### src/hdl/alt_pkg.sv
`timescale 1ns / 1ps

package alt_pkg;

    localparam int MAX_TOKENS      = 8;
    localparam int MAX_TOKEN_CHARS = 1024;

    // token_count saturates at MAX_TOKENS + 1, char_count counts up to MAX_TOKEN_CHARS
    localparam int TC_W = $clog2(MAX_TOKENS + 2);
    localparam int CC_W = $clog2(MAX_TOKEN_CHARS + 1);

    localparam int FIFO_DEPTH = 4;
    localparam int FIFO_AW    = $clog2(FIFO_DEPTH);

    typedef enum logic [1:0] {
        KIND_CHAR = 2'd0,
        KIND_TEND = 2'd1,
        KIND_LEND = 2'd2
    } kind_t;

    localparam logic [7:0] CH_NUL   = 8'h00;
    localparam logic [7:0] CH_TAB   = 8'h09;
    localparam logic [7:0] CH_LF    = 8'h0A;
    localparam logic [7:0] CH_CR    = 8'h0D;
    localparam logic [7:0] CH_SPACE = 8'h20;
    localparam logic [7:0] CH_QUOTE = 8'h22;
    localparam logic [7:0] CH_COMMA = 8'h2C;
    localparam logic [7:0] CH_SEMI  = 8'h3B;
    localparam logic [7:0] CH_BSL   = 8'h5C;

    typedef struct packed {
        kind_t       kind;
        logic [7:0]  char_value;
        logic [2:0]  token_index;
        logic [9:0]  char_position;
        logic        from_string;
        logic        overflow;
        logic        last;
    } res_t;

    // C escape letters; anything else stands for itself
    function automatic logic [7:0] escape_map(input logic [7:0] c);
        logic [7:0] r;
        r = c;
        unique case (c)
            8'h61:   r = 8'h07;  // a
            8'h62:   r = 8'h08;  // b
            8'h66:   r = 8'h0C;  // f
            8'h6E:   r = 8'h0A;  // n
            8'h72:   r = 8'h0D;  // r
            8'h74:   r = 8'h09;  // t
            8'h76:   r = 8'h0B;  // v
            default: r = c;
        endcase
        return r;
    endfunction

    function automatic logic is_sep(input logic [7:0] c);
        return (c == CH_SPACE) || (c == CH_TAB) || (c == CH_COMMA);
    endfunction

    function automatic logic is_line_end(input logic [7:0] c);
        return (c == CH_NUL) || (c == CH_LF) || (c == CH_CR) || (c == CH_SEMI);
    endfunction

endpackage

### src/hdl/assembly_line_tokenizer.sv
`timescale 1ns / 1ps

// Streaming lexer for assembly source lines: one character per transfer in, token
// characters, token ends and line ends out, one result per transfer. A character is
// taken every cycle as long as the 4-entry result queue has room for two results;
// characters that yield two results (a token end followed by a line end) put both into
// the queue at once, and the single result port drains it one result at a time; the
// sustained rate is one character per cycle whenever the result side keeps up.
module assembly_line_tokenizer
    import alt_pkg::*;
(
    input  logic        aclk,
    input  logic        aresetn,
    input  logic        s_tvalid,
    output logic        s_tready,
    input  logic [7:0]  s_tdata,   // [7:0] char_code
    input  logic        s_tuser,   // [0] line_start
    output logic        m_tvalid,
    input  logic        m_tready,
    output logic [23:0] m_tdata,   // [7:0] char_value, [10:8] token_index,
                                   // [20:11] char_position, [21] from_string,
                                   // [22] overflow, [23] zero
    output logic [1:0]  m_tuser,   // [1:0] kind
    output logic        m_tlast
);

    typedef enum logic [2:0] {
        M_IDLE = 3'd0,
        M_WORD = 3'd1,
        M_STR  = 3'd2,
        M_ESC  = 3'd3,
        M_SKIP = 3'd4,
        M_DONE = 3'd5
    } mode_t;

    mode_t             mode_reg, mode_next;
    logic [TC_W-1:0]   tc_reg, tc_next;
    logic [CC_W-1:0]   cc_reg, cc_next;
    logic              ov_reg, ov_next;

    res_t              fifo_reg [FIFO_DEPTH];
    logic [FIFO_AW-1:0] head_reg, tail_reg;
    logic [FIFO_AW:0]  count_reg;

    res_t              r0, r1;
    logic [1:0]        n_res;
    logic              s_acc, m_acc;

    assign s_acc    = s_tvalid && s_tready;
    assign m_acc    = m_tvalid && m_tready;
    assign s_tready = (count_reg <= (FIFO_AW + 1)'(FIFO_DEPTH - 2));
    assign m_tvalid = (count_reg != '0);

    // one character through the scanner
    always_comb begin
        logic [7:0]      c;
        mode_t           md;
        logic [TC_W-1:0] tc;
        logic [CC_W-1:0] cc;
        logic            ov;
        logic            do_start;
        logic            do_char;
        logic [7:0]      ch_val;
        logic            fs;
        logic            do_tend;
        logic            do_lend;
        logic            live;
        res_t            rr;

        c        = s_tdata;
        md       = s_tuser ? M_IDLE : mode_reg;
        tc       = s_tuser ? '0 : tc_reg;
        cc       = s_tuser ? '0 : cc_reg;
        ov       = s_tuser ? 1'b0 : ov_reg;
        do_start = 1'b0;
        do_char  = 1'b0;
        do_tend  = 1'b0;
        do_lend  = 1'b0;
        ch_val   = c;
        fs       = 1'b0;
        mode_next = md;
        r0       = '0;
        r1       = '0;
        n_res    = 2'd0;
        rr       = '0;

        unique case (md)
            M_IDLE, M_SKIP: begin
                priority if (is_line_end(c)) begin
                    do_lend = 1'b1;
                end else if (c == CH_QUOTE) begin
                    do_start  = 1'b1;
                    mode_next = M_STR;
                end else if (is_sep(c)) begin
                    mode_next = M_IDLE;
                end else if (md == M_IDLE) begin
                    do_start  = 1'b1;
                    do_char   = 1'b1;
                    mode_next = M_WORD;
                end else begin
                    // glued after a closing quote: skipped
                    mode_next = M_SKIP;
                end
            end
            M_WORD: begin
                priority if (is_line_end(c)) begin
                    do_tend = 1'b1;
                    do_lend = 1'b1;
                end else if (is_sep(c)) begin
                    do_tend   = 1'b1;
                    mode_next = M_IDLE;
                end else begin
                    do_char = 1'b1;
                end
            end
            M_STR: begin
                fs = 1'b1;
                priority if (c == CH_NUL) begin
                    do_tend = 1'b1;
                    do_lend = 1'b1;
                end else if (c == CH_QUOTE) begin
                    do_tend   = 1'b1;
                    mode_next = M_SKIP;
                end else if (c == CH_BSL) begin
                    mode_next = M_ESC;
                end else begin
                    do_char = 1'b1;
                end
            end
            M_ESC: begin
                fs = 1'b1;
                if (c == CH_NUL) begin
                    do_tend = 1'b1;
                    do_lend = 1'b1;
                end else begin
                    do_char   = 1'b1;
                    ch_val    = escape_map(c);
                    mode_next = M_STR;
                end
            end
            default: mode_next = M_DONE;
        endcase

        if (do_start) begin
            if (tc <= TC_W'(MAX_TOKENS)) begin
                tc = tc + 1'b1;
            end
            if (tc > TC_W'(MAX_TOKENS)) begin
                ov = 1'b1;
            end
            cc = '0;
        end

        live = (tc != '0) && (tc <= TC_W'(MAX_TOKENS));

        // only one of token character and token end happens per character
        if (do_char && live) begin
            if (cc >= CC_W'(MAX_TOKEN_CHARS)) begin
                ov = 1'b1;
            end else begin
                rr.kind          = KIND_CHAR;
                rr.char_value    = ch_val;
                rr.token_index   = 3'(tc - 1'b1);
                rr.char_position = 10'(cc);
                rr.from_string   = fs;
                rr.overflow      = ov;
                r0    = rr;
                n_res = 2'd1;
                cc    = cc + 1'b1;
            end
        end else if (do_tend && live) begin
            rr.kind        = KIND_TEND;
            rr.token_index = 3'(tc - 1'b1);
            rr.from_string = fs;
            rr.overflow    = ov;
            r0    = rr;
            n_res = 2'd1;
        end

        if (do_lend) begin
            rr          = '0;
            rr.kind     = KIND_LEND;
            rr.overflow = ov;
            if (n_res == 2'd0) begin
                r0 = rr;
            end else begin
                r1 = rr;
            end
            n_res     = n_res + 2'd1;
            mode_next = M_DONE;
        end

        if (n_res == 2'd1) begin
            r0.last = 1'b1;
        end else if (n_res == 2'd2) begin
            r1.last = 1'b1;
        end

        tc_next = tc;
        cc_next = cc;
        ov_next = ov;
    end

    always_ff @(posedge aclk) begin
        if (!aresetn) begin
            mode_reg  <= M_IDLE;
            tc_reg    <= '0;
            cc_reg    <= '0;
            ov_reg    <= 1'b0;
            head_reg  <= '0;
            tail_reg  <= '0;
            count_reg <= '0;
        end else begin
            if (s_acc) begin
                mode_reg <= mode_next;
                tc_reg   <= tc_next;
                cc_reg   <= cc_next;
                ov_reg   <= ov_next;
                tail_reg <= tail_reg + FIFO_AW'(n_res);
            end
            if (m_acc) begin
                head_reg <= head_reg + 1'b1;
            end
            count_reg <= count_reg + (s_acc ? (FIFO_AW + 1)'(n_res) : '0)
                                   - (m_acc ? (FIFO_AW + 1)'(1) : '0);
        end
    end

    // result queue payload, no reset needed
    always_ff @(posedge aclk) begin
        if (s_acc && (n_res != 2'd0)) begin
            fifo_reg[tail_reg] <= r0;
        end
        if (s_acc && (n_res == 2'd2)) begin
            fifo_reg[tail_reg + 1'b1] <= r1;
        end
    end

    res_t head_res;
    assign head_res = fifo_reg[head_reg];

    assign m_tuser = head_res.kind;
    assign m_tlast = head_res.last;
    assign m_tdata = {1'b0, head_res.overflow, head_res.from_string,
                      head_res.char_position, head_res.token_index, head_res.char_value};

    // queue never overfills
    assert property (@(posedge aclk) disable iff (!aresetn)
        count_reg <= (FIFO_AW + 1)'(FIFO_DEPTH))
        else $error("result queue overfilled");

    // a character is only taken with room for two results
    assert property (@(posedge aclk) disable iff (!aresetn)
        s_acc |-> count_reg <= (FIFO_AW + 1)'(FIFO_DEPTH - 2))
        else $error("character accepted without queue room");

    // line end closes the line
    assert property (@(posedge aclk) disable iff (!aresetn)
        (s_acc && n_res != 2'd0 && (r0.kind == KIND_LEND || r1.kind == KIND_LEND))
            |=> mode_reg == M_DONE)
        else $error("line end did not close the line");

    // a finished line produces nothing until a new line starts
    assert property (@(posedge aclk) disable iff (!aresetn)
        (s_acc && !s_tuser && mode_reg == M_DONE) |-> n_res == 2'd0)
        else $error("result after line end");

    // a result pair always ends in a line end
    assert property (@(posedge aclk) disable iff (!aresetn)
        (s_acc && n_res == 2'd2) |-> (r1.kind == KIND_LEND && r0.kind == KIND_TEND))
        else $error("bad result pair");

endmodule
### config.mk
export PLATFORM = sky130hd
export DESIGN_NAME = assembly_line_tokenizer
export DESIGN_NICKNAME = d
export VERILOG_FILES = /design/src/hdl/alt_pkg.sv /design/src/hdl/assembly_line_tokenizer.sv
export SDC_FILE = /design/constraint.sdc
export NUM_CORES = 1
export LEC_CHECK = 0
export BUFFER_PORTS_ARGS = -buffer_cell sky130_fd_sc_hd__buf_2
export CAP_MARGIN = 30
export CORE_MARGIN = 2
export CORE_UTILIZATION = 42
export DETAILED_ROUTE_END_ITERATION = 16
export GPL_TIMING_DRIVEN = 0
export PLACE_DENSITY = 0.62
export SETUP_SLACK_MARGIN = 0.4
export SLEW_MARGIN = 20
export SYNTH_ARGS = -nofsm -noshare
export SYNTH_HDL_FRONTEND = slang
export SYNTH_SLANG_ARGS = --single-unit
export TNS_END_PERCENT = 20
### constraint.sdc
create_clock -name aclk -period 7.5 [get_ports aclk]
set_input_delay 2.25 -clock aclk [delete_from_list [all_inputs] [get_ports aclk]]
set_output_delay 2.25 -clock aclk [all_outputs]
set_load 0.02 [all_outputs]
* After elaboration in Yosys (flattened, before gate mapping)
Memory sizes are Yosys's and may differ from the RTL's. A register that Yosys moved wholly into a read port is not among the register bits.
Cells that the tools add are included.
** Storage, ports and cells
- RAM bits :: 104
- Output and inout bits :: 29
- Memories :: 1
- Word-level logic and storage cells :: 138
- Input port bits :: 13
- Register bits :: 26
** Cells by class
- Order comparisons :: 5
- Reductions and logical operators :: 21
- $add $sub $neg :: 9
- Equal/unequal tests :: 21
- Muxes and demuxes :: 74
** Memory list
- fifo_reg :: words 4, width 26, read ports 1, clocked after Yosys merged registers in 1, wr ports 2, line assembly_line_tokenizer.sv:41 : res_t fifo_reg [FIFO_DEPTH];
** Operators with widths (number)
- 26-bit two-way mux :: 5
- 8-bit by 7-bit equality test with 1-bit output, second input constant :: 8
- 8-bit one-hot mux with 7 select lines :: 1
- 11-bit two-way mux :: 4
- 3-bit two-way mux :: 12
- 1-bit two-way mux :: 35
- 8-bit by 6-bit equality test with 1-bit output, second input constant :: 4
- 25-bit two-way mux :: 1
- 8-bit by 4-bit equality test with 1-bit output, second input constant :: 3
- 24-bit two-way mux :: 1
- 4-bit two-way mux :: 4
- 8-bit two-way mux :: 2
- 3-bit one-hot mux with 4 select lines :: 1
- 11-bit by 1-bit adder with 11-bit output, second input constant :: 1
- 11-bit >= comparator, second input constant :: 1
- 2-bit two-way mux :: 5
- 4-bit <= comparator, second input constant :: 2
- 8-bit logical NOT :: 1
- 1-bit logical AND :: 7
- 2-bit by 1-bit adder with 2-bit output, second input constant :: 3
- 3-bit by 2-bit equality test with 1-bit output, second input constant :: 2
- 1-bit logical OR :: 5
- 4-bit by 1-bit adder with 4-bit output, second input constant :: 1
- 4-bit greater-than comparator, second input constant :: 1
- other kinds (19) :: 20

* Logic depth before layout (Yosys ltp)
- Depth after elaboration :: 20
- Gate-level depth with buffers :: 25

* Worst setup path before layout
OpenSTA, ideal clock, no wires.
- Path kind :: in2reg
- Start point :: in s_tdata[2]
- End point :: mem fifo_reg[0][0] (netlist name), enable pin
- Library setup time :: 300 ps
- Required time :: 7200 ps
- Buffers on the path :: 4
- Stages on the path :: 20
- Data arrival time :: 6763 ps
- Setup slack :: 437 ps
- Cell sequence :: buf_2 -> nor4_2 -> nand3_1 -> o31ai_2 -> and3_1 -> nand2_1 -> xnor2_1 -> ha_1 -> inv_1 -> a311oi_2 -> o21a_2 -> o22a_1 -> buf_2 -> inv_1 -> ha_1 -> clkbuf_1 -> nor4_1 -> nor2_1 -> clkbuf_1 -> inv_1
** RTL lines
- start: declaration :: line assembly_line_tokenizer.sv:16 : input logic [7:0] s_tdata,
- end: declaration :: line assembly_line_tokenizer.sv:41

==> flow_summary_export.csv <==
group,metric,value,unit
final_layout,multi_input_comb_area,0.00350,mm2
final_layout,fillers,1393,
final_layout,layout-drive-gt1-share,22.2,%
pwr,max-vdd-ir-drop,0.000193,V
synthesis,ys_types,72,
critical_path,cp_cell_sequence,"buf_2 > or4b_4 > nor4_4 > o31ai_4 > and3_4 > nand2_2 > mux2i_4 > ha_1 > and2_1 > and4_2 > o21a_2 > o22a_1 > buf_6 > inv_1 > ha_1 > clkbuf_1 > nor3_4 > nor2_1 > clkbuf_2 > inv_1",
pwr,power_leakage,0.00279,uW
clocking,cts.clk_slew.worst_paths,0.06,ns
clocking,cts_sinks,132,
synthesis,syn_inst,668,
critical_path,worstPathRequired,7.63,ns
die,die_h,128,um
critical_path,cp_slowest_cell,"or4b_4",
run,cap_violations,0,
synthesis,syn_area_per_cell,9.66,um2
synthesis,yosysSeqAreaShare,42.8,%
route,wl_per_cell,19.9,um
grt,grt_first_pass_wirelength,29.1,mm
place,dpl.cell_count,893,
timing,setup_violations,0,
place,io_buffers,35,
critical_path,critPathMaxStageDelay,0.57,ns
place,gp_congestion,0.893,
critical_path,cp_top_family,"simple AND/OR/NAND/NOR gates",
final_layout,regArea,0.00276,mm2
synthesis,synth-simple-area-share,17.1,%
critical_path,crit_fanout,11,
timing,finalSetupTns,0,ns
final_layout,instances_no_fill,937,
die,rows,45,
grt,grt_pass1_vias,5540,
synthesis,synthMuxAreaShare,9.71,%
critical_path,ff2ff_path_depth,21,
die,coreArea,0.0151,mm2
synthesis,synthArstFlopShare,0,%
pwr,power_frac_clock,30.3,%
pwr,power.density,317,mW/mm2
route,drc,0,
timing,slew-limit-headroom,39.1,%
synthesis,synth_compound_area_share,20.7,%
timing,rsz0062_at_grt,"yes",
critical_path,critical_path_depth,20,
timing,period_minus_slack,6.89,ns
pwr,power_frac_seq,36.1,%
synthesis,yosys_warnings,0,
clocking,cts_made_buffers,17,
critical_path,worstSetupPathType,"primary input to flop",
synthesis,ys_ff_latch,132,
pwr,combPwrFrac,33.6,%
final_layout,diodes,0,
route,drt_iter0_markers,460,
critical_path,endpoint_kind,"flop",
clocking,clk_latency,0.42,ns
timing,fin_skew,0.0115,ns
timing,worstMarginPinSlew,0.914,ns
die,die_w,128,um
route,drt_pass1_iterations,5,
clocking,cts_tree,"built",
synthesis,synth-edff-count,12,
die,die-area,0.0164,mm2
clocking,clock-root-buffer,"clkbuf_16",
timing,holdWs,0.449,ns
clocking,clockBufferDepth,2,
grt,grt_max_degree,17,
timing,maxSlewViolCount,0,
critical_path,crit_buf_inv,6,
route,viasPerCell,6.08,
timing,finalCritPeriodShare,91.9,%
run_status,status,"finished, final reports clean",
clocking,cts_hold_buffers,0,
pwr,p_int,1550,uW
grt,grt_antenna_before_repair,0,
pwr,power.switching,874,uW
worst_hold_path,min_path_cells,2,
clocking,cts.htree.levels,4,
worst_hold_path,hold_class,"flop to flop",
synthesis,syn-cell-area,0.00645,mm2
synthesis,synth_adder_area_share,3.03,%
final_layout,area_delta_synth_final,18.5,%
route,wl,18.7,mm
synthesis,synth_flop_cell,"dfxtp_1",
grt,grt_usage,23.2,%
timing,hold_viol,0,
timing,fmax,0.145,GHz
synthesis,synth_xor_xnor_area_share,1.49,%
grt,grt-ovfl-total,0,
final_layout,fin_nets,764,
synthesis,synthesis.nets,696,
die,io-pin-count,42,
synthesis,synth_top_family_by_area,"compound AO/OA/AOI/OAI gates",
pwr,p_sw_share,36.1,%
critical_path,startpoint_type,"primary input",
critical_path,arrival,7.02,ns
die,start_util,42.8,%
route,vias,5695,
place,hpwl,13.0,mm
route,ant_nets,0,
final_layout,largest_reg_flops,104,
logic make-up (layout without fill, tap and decap cells):
| kind of cell | count (synthesis) | after routing |
|---|---|---|
| and+or+nand+nor | 214 | 214 |
| muxes | 30 | 30 |
| other | 1 | 1 |
| AOI/OAI and AO/OA | 187 | 187 |
| DFF | 132 | 132 |
| adders and majority gates | 15 | 15 |
| buffers and inverters | 78 | 159 |
| xor gates and xnor gates | 11 | 11 |
through the flow:
stage	utilization, %	area (um2)	setup slack, ns	power, uW
floorplan	-	6450	0.437	1400
global placement	45.5	6860	-1.48	1600
detailed placement	45.8	6910	-0.718	1640
CTS	49.8	7510	0.251	2380
global route	50.7	7650	0.355	2540
finish	50.7	7650	0.610	2420
power by group through the flow:
stage	Sequential, uW	Combinational [uW]	Clock (uW)
2_1_floorplan	868	529	0
3_3_place_gp	878	722	0
3_5_place_dp	886	750	0
4_1_cts	872	771	741
5_1_grt	883	886	768
6_report	873	813	734
cell usage in the layout (no fill, tap or decap), drive strengths merged, types with 19 or more instances in the layout:
master / Yosys / layout
a21oi: 21 / 21
dfxtp: 120 / 120
nand3: 19 / 19
a32o: 41 / 41
nor2: 31 / 31
inv: 19 / 20
buf: 19 / 68
o21ai: 65 / 65
nand2: 85 / 85
mux4: 26 / 26
clkbuf: 39 / 57
layer usage:
layer  share of wire (%)  vias to the layer above  track usage, %
met4                 2.3                        0            9.83
met5                   0                        -               0
met2                  48                      238            38.1
met1                  43                     2792            30.0
li1                    -                     2629               -
met3                 6.3                       36            4.84
worst reg2reg max path, stage by stage, from the launching register on:
cell and delay, ns:
dfxtp_1 0.29, clkbuf_1 0.17, nor3_1 0.16, nor2_1 0.09, o31ai_4 0.42, and3_4 0.31, nand2_2 0.11, mux2i_4 0.22
ha_1 0.22, and2_1 0.14, and4_2 0.26, o21a_2 0.26, o22a_1 0.24, buf_6 0.16, inv_1 0.09, ha_1 0.14
clkbuf_1 0.44, nor3_4 0.10, nor2_1 0.34, clkbuf_1 0.60, nand2_1 0.13, o21ai_0 0.10
Yosys cell counts (all sizes together), types with 5 or more instances:
| library cell | count | area share (%) |
|---|---|---|
| dfxtp | 120 | 37 |
| nand2 | 85 | 4.9 |
| o21ai | 65 | 5.1 |
| a32o | 41 | 6.4 |
| clkbuf | 39 | 2.3 |
| nor2 | 31 | 1.8 |
| mux4 | 26 | 9.1 |
| a21oi | 21 | 1.6 |
| buf | 19 | 1.6 |
| inv | 19 | 1.1 |
| nand3 | 19 | 1.5 |
| ha | 14 | 2.7 |
| nor3 | 14 | 1.3 |
| edfxtp | 12 | 5.6 |
| nor2b | 9 | 0.87 |
| a22o | 8 | 1.1 |
| a31oi | 8 | 0.78 |
| or4 | 7 | 0.81 |
| xnor2 | 7 | 0.95 |
| and2 | 6 | 0.58 |
| nand2b | 6 | 0.58 |
| nor4 | 6 | 0.91 |
| o211ai | 6 | 0.70 |
| o31ai | 6 | 0.78 |
| or3 | 6 | 0.58 |
| nand4 | 5 | 0.48 |
what timing repair did:
action                                  CTS  global route
setup buffers                             4             8
gates cloned                              0             0
gates resized for setup                  15            26
pin swaps                                 4             9
endpoints found under the setup margin  112           111
cell type report:
class                   count  share of cell area [%]
clock inverters            14                    1.18
inverters                  20                   0.982
well taps                 188                    3.08
repair buffers             49                    3.76
clock buffers              18                    5.61
plain buffers              58                    3.52
multi-input cells         458                    45.7
flip-flops and latches    132                    36.1
path summary, 6_finish.rpt:
| path | start | to | slack, ns |
|---|---|---|---|
| max | s_tdata[7] | fifo_reg[1][1]$_DFFE_PP_ | 0.61 |
| min reg2reg | fifo_reg[3][16]$_SDFFE_PP0P_ | fifo_reg[3][16]$_SDFFE_PP0P_ | 0.45 |
| min | fifo_reg[3][16]$_SDFFE_PP0P_ | fifo_reg[3][16]$_SDFFE_PP0P_ | 0.45 |
| max reg2reg | mode_reg[2]$_SDFFE_PN0P_ | fifo_reg[2][2]$_SDFFE_PP0P_ | 2.41 |
(Power assumes the default switching activity.)
